`src/rtl/oct_pkg.sv`:
```
// ----------------------------------------------------------------------------
// oct_pkg
// Shared types and constants for the oven cook timer controller.
// ----------------------------------------------------------------------------
`default_nettype none

package oct_pkg;

	localparam int LED_COUNT        = 8;
	localparam int ADC_BITS         = 10;
	localparam int LED_IDX_W        = $clog2(LED_COUNT);
	localparam int TICKS_PER_SECOND = 5;

	localparam logic [9:0] TEMP_RESET    = 10'd350;
	localparam logic [9:0] BROIL_DEGREES = 10'd500;
	localparam logic [7:0] HOLD_RESET    = 8'd5;
	localparam logic [8:0] OFFSET_RESET  = 9'd300;

	localparam logic [LED_COUNT-1:0] LED_MASK = {LED_COUNT{1'b1}};

	// register indexes of the configuration port
	localparam logic [1:0] REG_HOLD_TICKS  = 2'd0;
	localparam logic [1:0] REG_TEMP_OFFSET = 2'd1;

	// encoded state as shown on the result
	localparam logic [2:0] CODE_SETUP  = 3'd0;
	localparam logic [2:0] CODE_SELECT = 3'd1;
	localparam logic [2:0] CODE_COOK   = 3'd2;
	localparam logic [2:0] CODE_RESETP = 3'd3;
	localparam logic [2:0] CODE_ALERT  = 3'd4;

	localparam logic [1:0] MODE_BAKE  = 2'd0;
	localparam logic [1:0] MODE_BROIL = 2'd2;

	typedef enum logic [4:0] {
		ST_SETUP  = 5'b00001,
		ST_SELECT = 5'b00010,
		ST_COOK   = 5'b00100,
		ST_RESETP = 5'b01000,
		ST_ALERT  = 5'b10000
	} oven_state_t;

	typedef struct packed {
		logic       tick;
		logic       adc_valid;
		logic [9:0] adc_value;
		logic       btn3_down;
		logic       btn3_up;
		logic       btn4_down;
		logic       btn4_up;
	} event_item_t;

	typedef struct packed {
		logic [2:0] oven_state_out;
		logic [1:0] mode_out;
		logic [9:0] temperature_out;
		logic [8:0] cook_time_out;
		logic [8:0] time_left_out;
		logic       editing_temp;
		logic [7:0] led_bar;
		logic       heater_on;
		logic       display_inverted;
	} status_item_t;

	typedef struct packed {
		logic [7:0] hold_ticks;
		logic [8:0] temp_offset;
	} oct_cfg_t;

	function automatic logic [2:0] state_code(input oven_state_t st);
		logic [2:0] code;
		unique case (st)
			ST_SETUP:  code = CODE_SETUP;
			ST_SELECT: code = CODE_SELECT;
			ST_COOK:   code = CODE_COOK;
			ST_RESETP: code = CODE_RESETP;
			ST_ALERT:  code = CODE_ALERT;
			default:   code = CODE_SETUP;
		endcase
		return code;
	endfunction

endpackage

`default_nettype wire

```
`src/rtl/oct_core.sv`:
```
// ----------------------------------------------------------------------------
// oct_core
// Oven state, settings and progress bar; one event request per step.
// ----------------------------------------------------------------------------
`default_nettype none

module oct_core (
	input  wire                   clk,
	input  wire                   arst_n,
	input  wire                   step,
	input  oct_pkg::event_item_t  item,
	input  oct_pkg::oct_cfg_t     cfg,
	output oct_pkg::status_item_t result
);

	oct_pkg::oven_state_t state_q, state_n;

	logic [15:0] running_q, running_n;
	logic [1:0]  mode_q, mode_n;
	logic [9:0]  temp_q, temp_n;
	logic [9:0]  saved_temp_q, saved_temp_n;
	logic [8:0]  cook_time_q, cook_time_n;
	logic [8:0]  time_left_q, time_left_n;
	logic [15:0] stamp_q, stamp_n;
	logic [2:0]  phase_q, phase_n;
	logic [oct_pkg::LED_COUNT-1:0] pattern_q, pattern_n;
	logic [11:0] period_q, period_n;
	logic [oct_pkg::LED_IDX_W-1:0] extra_q, extra_n;
	logic [11:0] count_q, count_n;
	logic        temp_edit_q, temp_edit_n;
	logic        normal_q, normal_n;

	// helper values
	logic [15:0] held;
	logic        hold_met;
	logic [7:0]  knob;
	logic        knob_to_temp;
	logic [8:0]  setup_cook_time;
	logic [11:0] cook_ticks;
	logic [1:0]  mode_next;

	// progress bar advance for one tick
	logic [11:0] lt_count;
	logic        lt_shift;
	logic [oct_pkg::LED_COUNT-1:0] lt_pattern;
	logic [oct_pkg::LED_IDX_W-1:0] lt_extra;
	logic [2:0]  lt_phase;

	assign running_n    = item.tick ? running_q + 16'd1 : running_q;
	assign held         = running_n - stamp_q;
	assign hold_met     = held >= {8'd0, cfg.hold_ticks};
	assign knob         = item.adc_value[oct_pkg::ADC_BITS-1 -: 8];
	assign knob_to_temp = (mode_q == oct_pkg::MODE_BAKE) && temp_edit_q;
	assign setup_cook_time = (item.adc_valid && !knob_to_temp) ? {1'b0, knob} + 9'd1
		: cook_time_q;
	assign cook_ticks   = 12'(setup_cook_time) * 12'(oct_pkg::TICKS_PER_SECOND);
	assign mode_next    = (mode_q >= oct_pkg::MODE_BROIL) ? oct_pkg::MODE_BAKE
		: mode_q + 2'd1;

	assign lt_count = count_q + 12'd1;
	assign lt_shift = (extra_q != '0) ? ({1'b0, lt_count} == {1'b0, period_q} + 13'd1)
		: (lt_count == period_q);
	assign lt_pattern = lt_shift ? {pattern_q[oct_pkg::LED_COUNT-2:0], 1'b0} : pattern_q;
	assign lt_extra   = (lt_shift && extra_q != '0) ? extra_q - oct_pkg::LED_IDX_W'(1)
		: extra_q;
	assign lt_phase   = (phase_q == 3'(oct_pkg::TICKS_PER_SECOND - 1)) ? 3'd0
		: phase_q + 3'd1;

	always_comb begin
		state_n      = state_q;
		mode_n       = mode_q;
		temp_n       = temp_q;
		saved_temp_n = saved_temp_q;
		cook_time_n  = cook_time_q;
		time_left_n  = time_left_q;
		stamp_n      = stamp_q;
		phase_n      = phase_q;
		pattern_n    = pattern_q;
		period_n     = period_q;
		extra_n      = extra_q;
		count_n      = count_q;
		temp_edit_n  = temp_edit_q;
		normal_n     = normal_q;
		unique case (state_q)
			oct_pkg::ST_RESETP: begin
				if (item.tick) begin
					count_n   = lt_shift ? 12'd0 : lt_count;
					pattern_n = lt_pattern;
					extra_n   = lt_extra;
					phase_n   = lt_phase;
					if (hold_met) begin
						time_left_n = cook_time_q;
						state_n     = oct_pkg::ST_SETUP;
						pattern_n   = '0;
					end
				end
				// early release goes back to cooking
				if (item.btn4_up && !hold_met) begin
					state_n = oct_pkg::ST_COOK;
				end
			end
			oct_pkg::ST_COOK: begin
				if (item.tick && time_left_q == 9'd0) begin
					count_n     = lt_shift ? 12'd0 : lt_count;
					extra_n     = lt_extra;
					phase_n     = lt_phase;
					time_left_n = cook_time_q;
					state_n     = oct_pkg::ST_ALERT;
					pattern_n   = '0;
				end else begin
					if (item.tick) begin
						count_n   = lt_shift ? 12'd0 : lt_count;
						pattern_n = lt_pattern;
						extra_n   = lt_extra;
						phase_n   = lt_phase;
						if (lt_phase == 3'd0) begin
							time_left_n = time_left_q - 9'd1;
						end
					end
					if (item.btn4_down) begin
						state_n = oct_pkg::ST_RESETP;
						stamp_n = running_n;
					end
				end
			end
			oct_pkg::ST_SELECT: begin
				if (item.btn3_up) begin
					if (hold_met && mode_q == oct_pkg::MODE_BAKE) begin
						temp_edit_n = !temp_edit_q;
					end else begin
						mode_n = mode_next;
						if (mode_next == oct_pkg::MODE_BROIL) begin
							if (temp_edit_q) begin
								temp_n = oct_pkg::BROIL_DEGREES;
							end else begin
								saved_temp_n = temp_q;
							end
						end
					end
					state_n = oct_pkg::ST_SETUP;
				end
			end
			oct_pkg::ST_SETUP: begin
				if (item.adc_valid) begin
					if (knob_to_temp) begin
						temp_n = {2'd0, knob} + {1'b0, cfg.temp_offset};
					end else begin
						cook_time_n = setup_cook_time;
						time_left_n = setup_cook_time;
					end
				end
				if (item.btn3_down) begin
					stamp_n = running_n;
					state_n = oct_pkg::ST_SELECT;
				end else if (item.btn4_down) begin
					phase_n   = 3'd0;
					state_n   = oct_pkg::ST_COOK;
					pattern_n = oct_pkg::LED_MASK;
					period_n  = 12'(cook_ticks / oct_pkg::LED_COUNT);
					extra_n   = oct_pkg::LED_IDX_W'(cook_ticks % oct_pkg::LED_COUNT);
					count_n   = 12'd0;
				end
			end
			oct_pkg::ST_ALERT: begin
				if (item.tick) begin
					normal_n = !normal_q;
				end
				if (item.btn4_up) begin
					normal_n = 1'b1;
					state_n  = oct_pkg::ST_SETUP;
				end
			end
			default: begin
				state_n = oct_pkg::ST_SETUP;
			end
		endcase
	end

	always_ff @(posedge clk or negedge arst_n) begin
		if (!arst_n) begin
			state_q      <= oct_pkg::ST_SETUP;
			running_q    <= '0;
			mode_q       <= oct_pkg::MODE_BAKE;
			temp_q       <= oct_pkg::TEMP_RESET;
			saved_temp_q <= '0;
			cook_time_q  <= 9'd1;
			time_left_q  <= 9'd1;
			stamp_q      <= '0;
			phase_q      <= '0;
			pattern_q    <= '0;
			period_q     <= '0;
			extra_q      <= '0;
			count_q      <= '0;
			temp_edit_q  <= 1'b0;
			normal_q     <= 1'b0;
		end else if (step) begin
			state_q      <= state_n;
			running_q    <= running_n;
			mode_q       <= mode_n;
			temp_q       <= temp_n;
			saved_temp_q <= saved_temp_n;
			cook_time_q  <= cook_time_n;
			time_left_q  <= time_left_n;
			stamp_q      <= stamp_n;
			phase_q      <= phase_n;
			pattern_q    <= pattern_n;
			period_q     <= period_n;
			extra_q      <= extra_n;
			count_q      <= count_n;
			temp_edit_q  <= temp_edit_n;
			normal_q     <= normal_n;
		end
	end

	always_comb begin
		result.oven_state_out   = oct_pkg::state_code(state_n);
		result.mode_out         = mode_n;
		result.temperature_out  = temp_n;
		result.cook_time_out    = cook_time_n;
		result.time_left_out    = time_left_n;
		result.editing_temp     = temp_edit_n;
		result.led_bar          = 8'(pattern_n);
		result.heater_on        = (state_n == oct_pkg::ST_COOK) ||
			(state_n == oct_pkg::ST_RESETP);
		result.display_inverted = (state_n == oct_pkg::ST_ALERT) && !normal_n;
	end

endmodule

`default_nettype wire

```
`src/rtl/oven_cook_timer_controller.sv`:
```
// ----------------------------------------------------------------------------
// oven_cook_timer_controller
// Toaster-oven cook timer: event requests in, one status request out per event.
// ----------------------------------------------------------------------------
// Each accepted event request yields exactly one status request: the event is
// held in the input register while the state update runs, and the result is
// caught in the output register. A new event can be taken every cycle; the only
// limit is the output register, which holds while status_stall is high and then
// stalls the input side once the input register is also full. Configuration
// writes are always ready and should be made while no request is in flight.
`default_nettype none

module oven_cook_timer_controller (
	input  wire                   clk,
	input  wire                   arst_n,
	input  wire                   event_valid,
	output logic                  event_stall,
	input  oct_pkg::event_item_t  event_item,
	output logic                  status_valid,
	input  wire                   status_stall,
	output oct_pkg::status_item_t status_item,
	input  wire                   cfg_valid,
	output logic                  cfg_ready,
	input  wire  [1:0]            cfg_index,
	input  wire  [8:0]            cfg_data
);

	oct_pkg::oct_cfg_t     cfg_q;
	oct_pkg::event_item_t  item_s1;
	oct_pkg::status_item_t result;
	logic                  valid_s1;
	logic                  out_free;
	logic                  advance;
	logic                  take;

	assign cfg_ready   = 1'b1;
	assign out_free    = !status_valid || !status_stall;
	assign advance     = valid_s1 && out_free;
	assign event_stall = valid_s1 && !out_free;
	assign take        = event_valid && !event_stall;

	always_ff @(posedge clk or negedge arst_n) begin
		if (!arst_n) begin
			cfg_q.hold_ticks  <= oct_pkg::HOLD_RESET;
			cfg_q.temp_offset <= oct_pkg::OFFSET_RESET;
		end else if (cfg_valid && cfg_ready) begin
			unique case (cfg_index)
				oct_pkg::REG_HOLD_TICKS:  cfg_q.hold_ticks  <= cfg_data[7:0];
				oct_pkg::REG_TEMP_OFFSET: cfg_q.temp_offset <= cfg_data;
				default: ;
			endcase
		end
	end

	always_ff @(posedge clk or negedge arst_n) begin
		if (!arst_n) begin
			valid_s1 <= 1'b0;
		end else if (take) begin
			valid_s1 <= 1'b1;
		end else if (advance) begin
			valid_s1 <= 1'b0;
		end
	end

	always_ff @(posedge clk) begin
		if (take) begin
			item_s1 <= event_item;
		end
	end

	oct_core u_core (
		.clk    (clk),
		.arst_n (arst_n),
		.step   (advance),
		.item   (item_s1),
		.cfg    (cfg_q),
		.result (result)
	);

	always_ff @(posedge clk or negedge arst_n) begin
		if (!arst_n) begin
			status_valid <= 1'b0;
		end else if (out_free) begin
			status_valid <= advance;
		end
	end

	always_ff @(posedge clk) begin
		if (advance) begin
			status_item <= result;
		end
	end

endmodule

`default_nettype wire

```
`config.mk`:
```
export PLATFORM = sky130hd
export DESIGN_NAME = oven_cook_timer_controller
export DESIGN_NICKNAME = d
export VERILOG_FILES = /design/src/rtl/oct_pkg.sv /design/src/rtl/oct_core.sv /design/src/rtl/oven_cook_timer_controller.sv
export SDC_FILE = /design/constraint.sdc
export NUM_CORES = 1
export LEC_CHECK = 0
export BUFFER_PORTS_ARGS = -buffer_cell sky130_fd_sc_hd__buf_2
export CORE_MARGIN = 2
export CORE_UTILIZATION = 30
export CTS_CLUSTER_DIAMETER = 80
export CTS_CLUSTER_SIZE = 8
export DETAILED_ROUTE_END_ITERATION = 8
export PLACE_DENSITY = 0.46
export SLEW_MARGIN = 25
export SYNTH_ARGS = -nofsm -noshare
export SYNTH_HDL_FRONTEND = slang
export SYNTH_HIERARCHICAL = 1
export SYNTH_SLANG_ARGS = --single-unit
export TNS_END_PERCENT = 5
```
`constraint.sdc`:
```
create_clock -name clk -period 5.9 [get_ports clk]
set_input_delay 0.295 -clock clk [delete_from_list [all_inputs] [get_ports clk]]
set_output_delay 0.295 -clock clk [all_outputs]
set_load 0.02 [all_outputs]
```
==> impl_metrics.toml, run 1 <==
[floorplanning]
die_w_microns = 195.4
start_util = 0.3024
core_sq_um = 36350
dieArea_sq_um = 38190
pin_count = 79
num_rows = 70
fp.dieH_microns = 195.4

[sta]
max_freq_mhz = 182.3
finalMaxSlewViolations = 0
relSlewSlack = 0.3378
tns_ps = 0
holdWs_ps = 23.61
clock-skew-final_ps = 11.60
period_minus_slack_ps = 5485
fin_crit_sh = 0.9297
setup_viol = 0
worst_slew_pin_slew_ps = 985.8
grt_setup_unrepaired = "false"
hold_viol_final = 0

[routing]
wl_per_cell_microns = 17.14
wl_mm = 28.59
drc = 0
num_vias = 8397
drt_pass1_iterations = 5
first_iter_violations = 536
antenna_left = 0
vias_per_cell = 5.034

[critical_path]
cp-end-kind = "flip-flop"
start_kind = "flip-flop"
r2r_slack_ps = 410
crit_required_ps = 6280
path_max_fanout = 10
ff2ff_path_depth = 18
reg2reg_from = "u_core/running_q[0]$_DFFE_PN0P_"
r2r-end = "u_core/state_q[0]$_DFFE_PN1P_"
cp_data_arrival_time_ps = 5860
worstSetupPathType = "flip-flop to flip-flop"

[clock_tree]
cts_buffers = 17
cts_root_buffer = "clkbuf_16"
cts_buffer_depth = 2
clk_latency_ps = 450
cts_tree = "built"
htreeDepth = 4
cts.sinks = 181
clkSlewWorstSetupHoldPaths_ps = 70

[final_layout]
final_core_util = 0.3459
num_antenna_cells = 0
fillers = 3702
nets = 1276
multi_input_area_sq_um = 5797
regArea_sq_um = 4838
drive_gt1_frac = 0.1775
area_delta_synth_final_pct = 14.35

[placement]
place.gp.congestion = 0.8400
hpwl_mm = 21.10
port_buffers = 75

[hold_path]
min_path_type = "input port to flip-flop"
holdPathStages = 1
min_from = "event_item[10]"
worstHoldEndpoint = "item_s1[10]$_DFFE_PP_"

[outcome]
status = "completed"

[synthesis]
ys_warn_count = 6
synth_area_sq_um = 10990
synth_nets = 1204
syn-mean-instance-area_sq_um = 9.859
synthCells = 1115

[power]
cellPowerDensity_nw_per_um2 = 426.8
leakage_nw = 5.414
irDropWorstVdd_mv = 0.1946
p_total_mw = 5.365

[flow_run]
maxCapViolations = 0

[grt]
gr-total-overflow = 0
grt_max_degree = 73
grt_pass1_vias = 8150
grtUsageTotal = 0.1546
grt_pass1_wl_mm = 46.33
antenna_found_initial = 0
==> power by group <==
group | leakage (nW) | switching (mW) | internal (mW)
combinational | 3.01 | 1.28 | 0.976
sequential | 2.11 | 0.307 | 1.66
clock | 0.295 | 0.521 | 0.619
==> state kept, by name, summed over array words and instances (netlist names) <==
name	count
u_core/mode_q	2
u_core/temp_edit_q	1
u_core/cook_time_q	9
status_valid	1
item_s1	14
cfg_q	17
u_core/phase_q	3
u_core/stamp_q	16
u_core/time_left_q	9
u_core/period_q	9
u_core/state_q	5
valid_s1	1
u_core/count_q	12
u_core/running_q	16
u_core/normal_q	1
status_item	44
u_core/extra_q	3
u_core/pattern_q	8
u_core/temp_q	10
==> worst max-delay path by stage <==
stage                                     from                              end  slack, ps  depth (start not counted)
2_1_floorplan  u_core/running_q[0]$_DFFE_PN0P_    u_core/state_q[0]$_DFFE_PN1P_        800                         19
3_3_place_gp   u_core/running_q[0]$_DFFE_PN0P_  u_core/pattern_q[1]$_DFFE_PN0P_        280                         19
3_5_place_dp   u_core/running_q[0]$_DFFE_PN0P_  u_core/pattern_q[1]$_DFFE_PN0P_        180                         19
4_1_cts        u_core/running_q[0]$_DFFE_PN0P_  u_core/pattern_q[1]$_DFFE_PN0P_        150                         19
5_1_grt        u_core/running_q[0]$_DFFE_PN0P_  u_core/pattern_q[6]$_DFFE_PN0P_         20                         19
6_report       u_core/running_q[0]$_DFFE_PN0P_    u_core/state_q[0]$_DFFE_PN1P_        410                         18
==> metrics by stage <==
stage | cell area, sq um | setup WS [ps] | instances
6_report | 12570 | 415.0 | 1668
3_3_place_gp | 11910 | 283.8 | 1630
2_1_floorplan | 10990 | 797.0 | 1115
5_1_grt | 12570 | 20.06 | 1668
4_1_cts | 12560 | 147.1 | 1668
3_5_place_dp | 11910 | 182.3 | 1630
==> area by class of cell <==
| class | instances | area share |
|---|---|---|
| Multi-Input combinational cell | 838 | 0.4611 |
| Timing Repair Buffer | 98 | 0.04529 |
| Clock inverter | 12 | 0.007067 |
| Sequential cell | 181 | 0.3849 |
| Tap cell | 468 | 0.04658 |
| Clock buffer | 20 | 0.03981 |
| Inverter | 51 | 0.01523 |
==> repair_timing <==
| action | in CTS | in global routing |
|---|---|---|
| hold buffers | 6 | 0 |
| endpoints found under the setup margin | 0 | 10 |
| setup buffers | 0 | 0 |
| hold endpoints to repair | 54 | 0 |
| resized for setup | 0 | 3 |
==> layout by cell type, fill, tap and decap left out, types with 12 or more instances in the layout <==
master / n
buf_4: 17
o31ai_1: 12
dfstp_2: 15
a21oi_1: 83
nand2b_1: 14
ha_1: 54
nand4_1: 14
buf_2: 74
nor2_1: 104
xor2_1: 24
or3_1: 12
nor3_1: 17
clkbuf_16: 20
mux2_2: 47
nand2_1: 98
o21ai_0: 66
xnor2_1: 62
nand3_1: 33
dfrtp_1: 108
edfxtp_1: 58
a21o_1: 15
inv_1: 50
==> worst max-delay path: stages (launching register included) <==
cell and delay, ps:
dfrtp_1 450, ha_1 270, and4_1 250, and3_1 240
xor2_1 170, ha_1 250, or3_1 420, o21ai_2 250
xnor2_1 170, ha_1 270, a21oi_1 180, nor4b_2 270
o2111ai_1 150, or4_1 580, nor4_2 260, and2_4 290
nor3_2 120, or4_4 580, mux2_2 270
==> metal layers <==
layer / share of wire / track usage
met1: 0.50 / 0.2223
met2: 0.45 / 0.2401
met5: 0 / 0
met3: 0.040 / 0.02953
met4: 0.012 / 0.03562
Power figures use the tool's default switching activity.
==> run 2: changes to the inputs <==
--- a/config.mk
+++ b/config.mk
@@ -5,13 +5,13 @@
 export SDC_FILE = /design/constraint.sdc
 export NUM_CORES = 1
 export LEC_CHECK = 0
-export BUFFER_PORTS_ARGS = -buffer_cell sky130_fd_sc_hd__buf_2
 export CORE_MARGIN = 2
 export CORE_UTILIZATION = 30
 export CTS_CLUSTER_DIAMETER = 80
 export CTS_CLUSTER_SIZE = 8
 export DETAILED_ROUTE_END_ITERATION = 8
-export PLACE_DENSITY = 0.46
+export DONT_BUFFER_PORTS = 1
+export PLACE_DENSITY = 0.44
 export SLEW_MARGIN = 25
 export SYNTH_ARGS = -nofsm -noshare
 export SYNTH_HDL_FRONTEND = slang
==> impl_metrics.toml, run 2 (synthesized netlist as in run 1, its figures left out) <==
[outcome]
status = "completed"

[sta]
finalMaxSlewViolations = 0
tns_ps = 0
worst_slew_pin_slew_ps = 976.6
grt_setup_unrepaired = "false"
setup_viol = 0
max_freq_mhz = 181.5
period_minus_slack_ps = 5509
clock-skew-final_ps = 12.20
timing.final.ws_setup_ps = 391.2
holdWs_ps = 29.71
fin_crit_sh = 0.9337
hold_viol_final = 0
relSlewSlack = 0.3439

[final_layout]
final_cell_mix = "dfrtp_1 (108), nor2_1 (104), nand2_1 (98)"
largest_register_ffs = 44
nets = 1219
reg_top3 = "status_item x44, cfg_q x17"
drive_gt1_frac = 0.1216
final_core_util = 0.3413
regMostFlops = "status_item"
num_antenna_cells = 0
mostFrequentLayoutCell = "dfrtp_1"
area_delta_synth_final_pct = 12.85

[floorplanning]
core_sq_um = 36350
start_util = 0.3024
pin_count = 79
dieArea_sq_um = 38190
num_rows = 70
die_w_microns = 195.4
fp.dieH_microns = 195.4

[clock_tree]
clk_latency_ps = 440
cts_tree = "built"
cts_root_buffer = "clkbuf_16"
htreeDepth = 4
cts.sinks = 181
clkSlewWorstSetupHoldPaths_ps = 80
cts_buffer_depth = 2
cts_buffers = 17

[critical_path]
reg2reg_from = "u_core/running_q[0]$_DFFE_PN0P_"
cp_cell_sequence = "ha_1 -> and4_1 -> xor2_1 -> ha_1 -> a21o_1 -> or3_1 -> o21ai_2 -> xnor2_1 -> ha_1 -> a21oi_1 -> nor4b_2 -> o2111ai_1 -> or4_1 -> nor4_2 -> and2_4 -> nor3_2 -> or4_4 -> mux2_2"
crit_top_cell = "ha_1"
slowest_stage = "or4_1"
crit_required_ps = 6260
worstSetupPathType = "flip-flop to flip-flop"
cp_num_buf_inv = 0
cp_top_family = "simple AND/OR/NAND/NOR gates"
cp_data_arrival_time_ps = 5870
start_kind = "flip-flop"
cp-end-kind = "flip-flop"
path_max_fanout = 10
crit_start = "u_core/running_q[0]$_DFFE_PN0P_"
cpPeakStageDelay_ps = 590

[placement]
dp_slack_ps = 187.3
place.gp.congestion = 0.8017
hpwl_mm = 21.01
port_buffers = 0

[routing]
num_vias = 8173
top_layer_used = "met4"
met3_length_microns = 909
wl_met1_mm = 14.09
wl_met2_mm = 13.42
vias_per_cell = 5.073
wl_mm = 28.68
drc = 0
antenna_left = 0
first_iter_violations = 606
drt_pass1_iterations = 9
wl_per_cell_microns = 17.80

[hold_path]
min_path_type = "input port to flip-flop"
min_from = "status_stall"

[power]
p_total_mw = 5.327
irDropWorstVdd_mv = 0.1848
cellPowerDensity_nw_per_um2 = 429.4
leakage_nw = 5.181

[grt]
gr-total-overflow = 0
grt_pass1_wl_mm = 46.40
grt_max_degree = 124
antenna_found_initial = 0
grtUsageTotal = 0.1555
grt_pass1_vias = 8055

[flow_run]
maxCapViolations = 0
run 2: timing repair:
item,CTS,global route
setup buffers,0,0
setup endpoints to repair,0,14
hold endpoints to repair,156,0
resized for setup,0,4
hold buffers,27,0
run 2: worst paths after layout:
check / slack, ps / end / cells past startpoint
hold reg to reg: 490 / u_core/running_q[15]$_DFFE_PN0P_ / 1
max in group asynchronous: 4930 / u_core/stamp_q[9]$_DFFE_PN0P_ / 2
setup / recovery: 390 / u_core/state_q[0]$_DFFE_PN1P_ / 18
hold / removal: 30 / valid_s1$_DFFE_PN0P_ / 2
setup reg to reg: 390 / u_core/state_q[0]$_DFFE_PN1P_ / 18
min in group asynchronous: 500 / valid_s1$_DFFE_PN0P_ / 2
run 2: layout make-up:
class,instances,area (sq um)
Inverter,51,191.4
Multi-Input combinational cell,838,5807
Sequential cell,181,4838
Clock inverter,15,165.2
Timing Repair Buffer,41,392.9
Clock buffer,17,425.4
Fill cell,3696,23940
Tap cell,468,585.6
run 2: per-layer routing:
metal | up-vias | global-route usage
met3 | 14 | 0.02677
met2 | 115 | 0.2546
li1 | 4055 | -
met4 | 0 | 0.03873
met1 | 3989 | 0.2134
met5 | - | 0
run 2: stage by stage:
stage / cell area (sq um) / cells
4_1_cts: 12390 / 1611
6_report: 12410 / 1611
3_3_place_gp: 11500 / 1552
2_1_floorplan: 10990 / 1115
3_5_place_dp: 11510 / 1552
5_1_grt: 12410 / 1611
run 2: power by group:
part / total, mW / leakage (nW) / switching (mW) / internal (mW)
clock network: 1.14 / 0.288 / 0.568 / 0.569
logic: 2.13 / 2.78 / 1.18 / 0.945
registers: 2.06 / 2.11 / 0.399 / 1.67
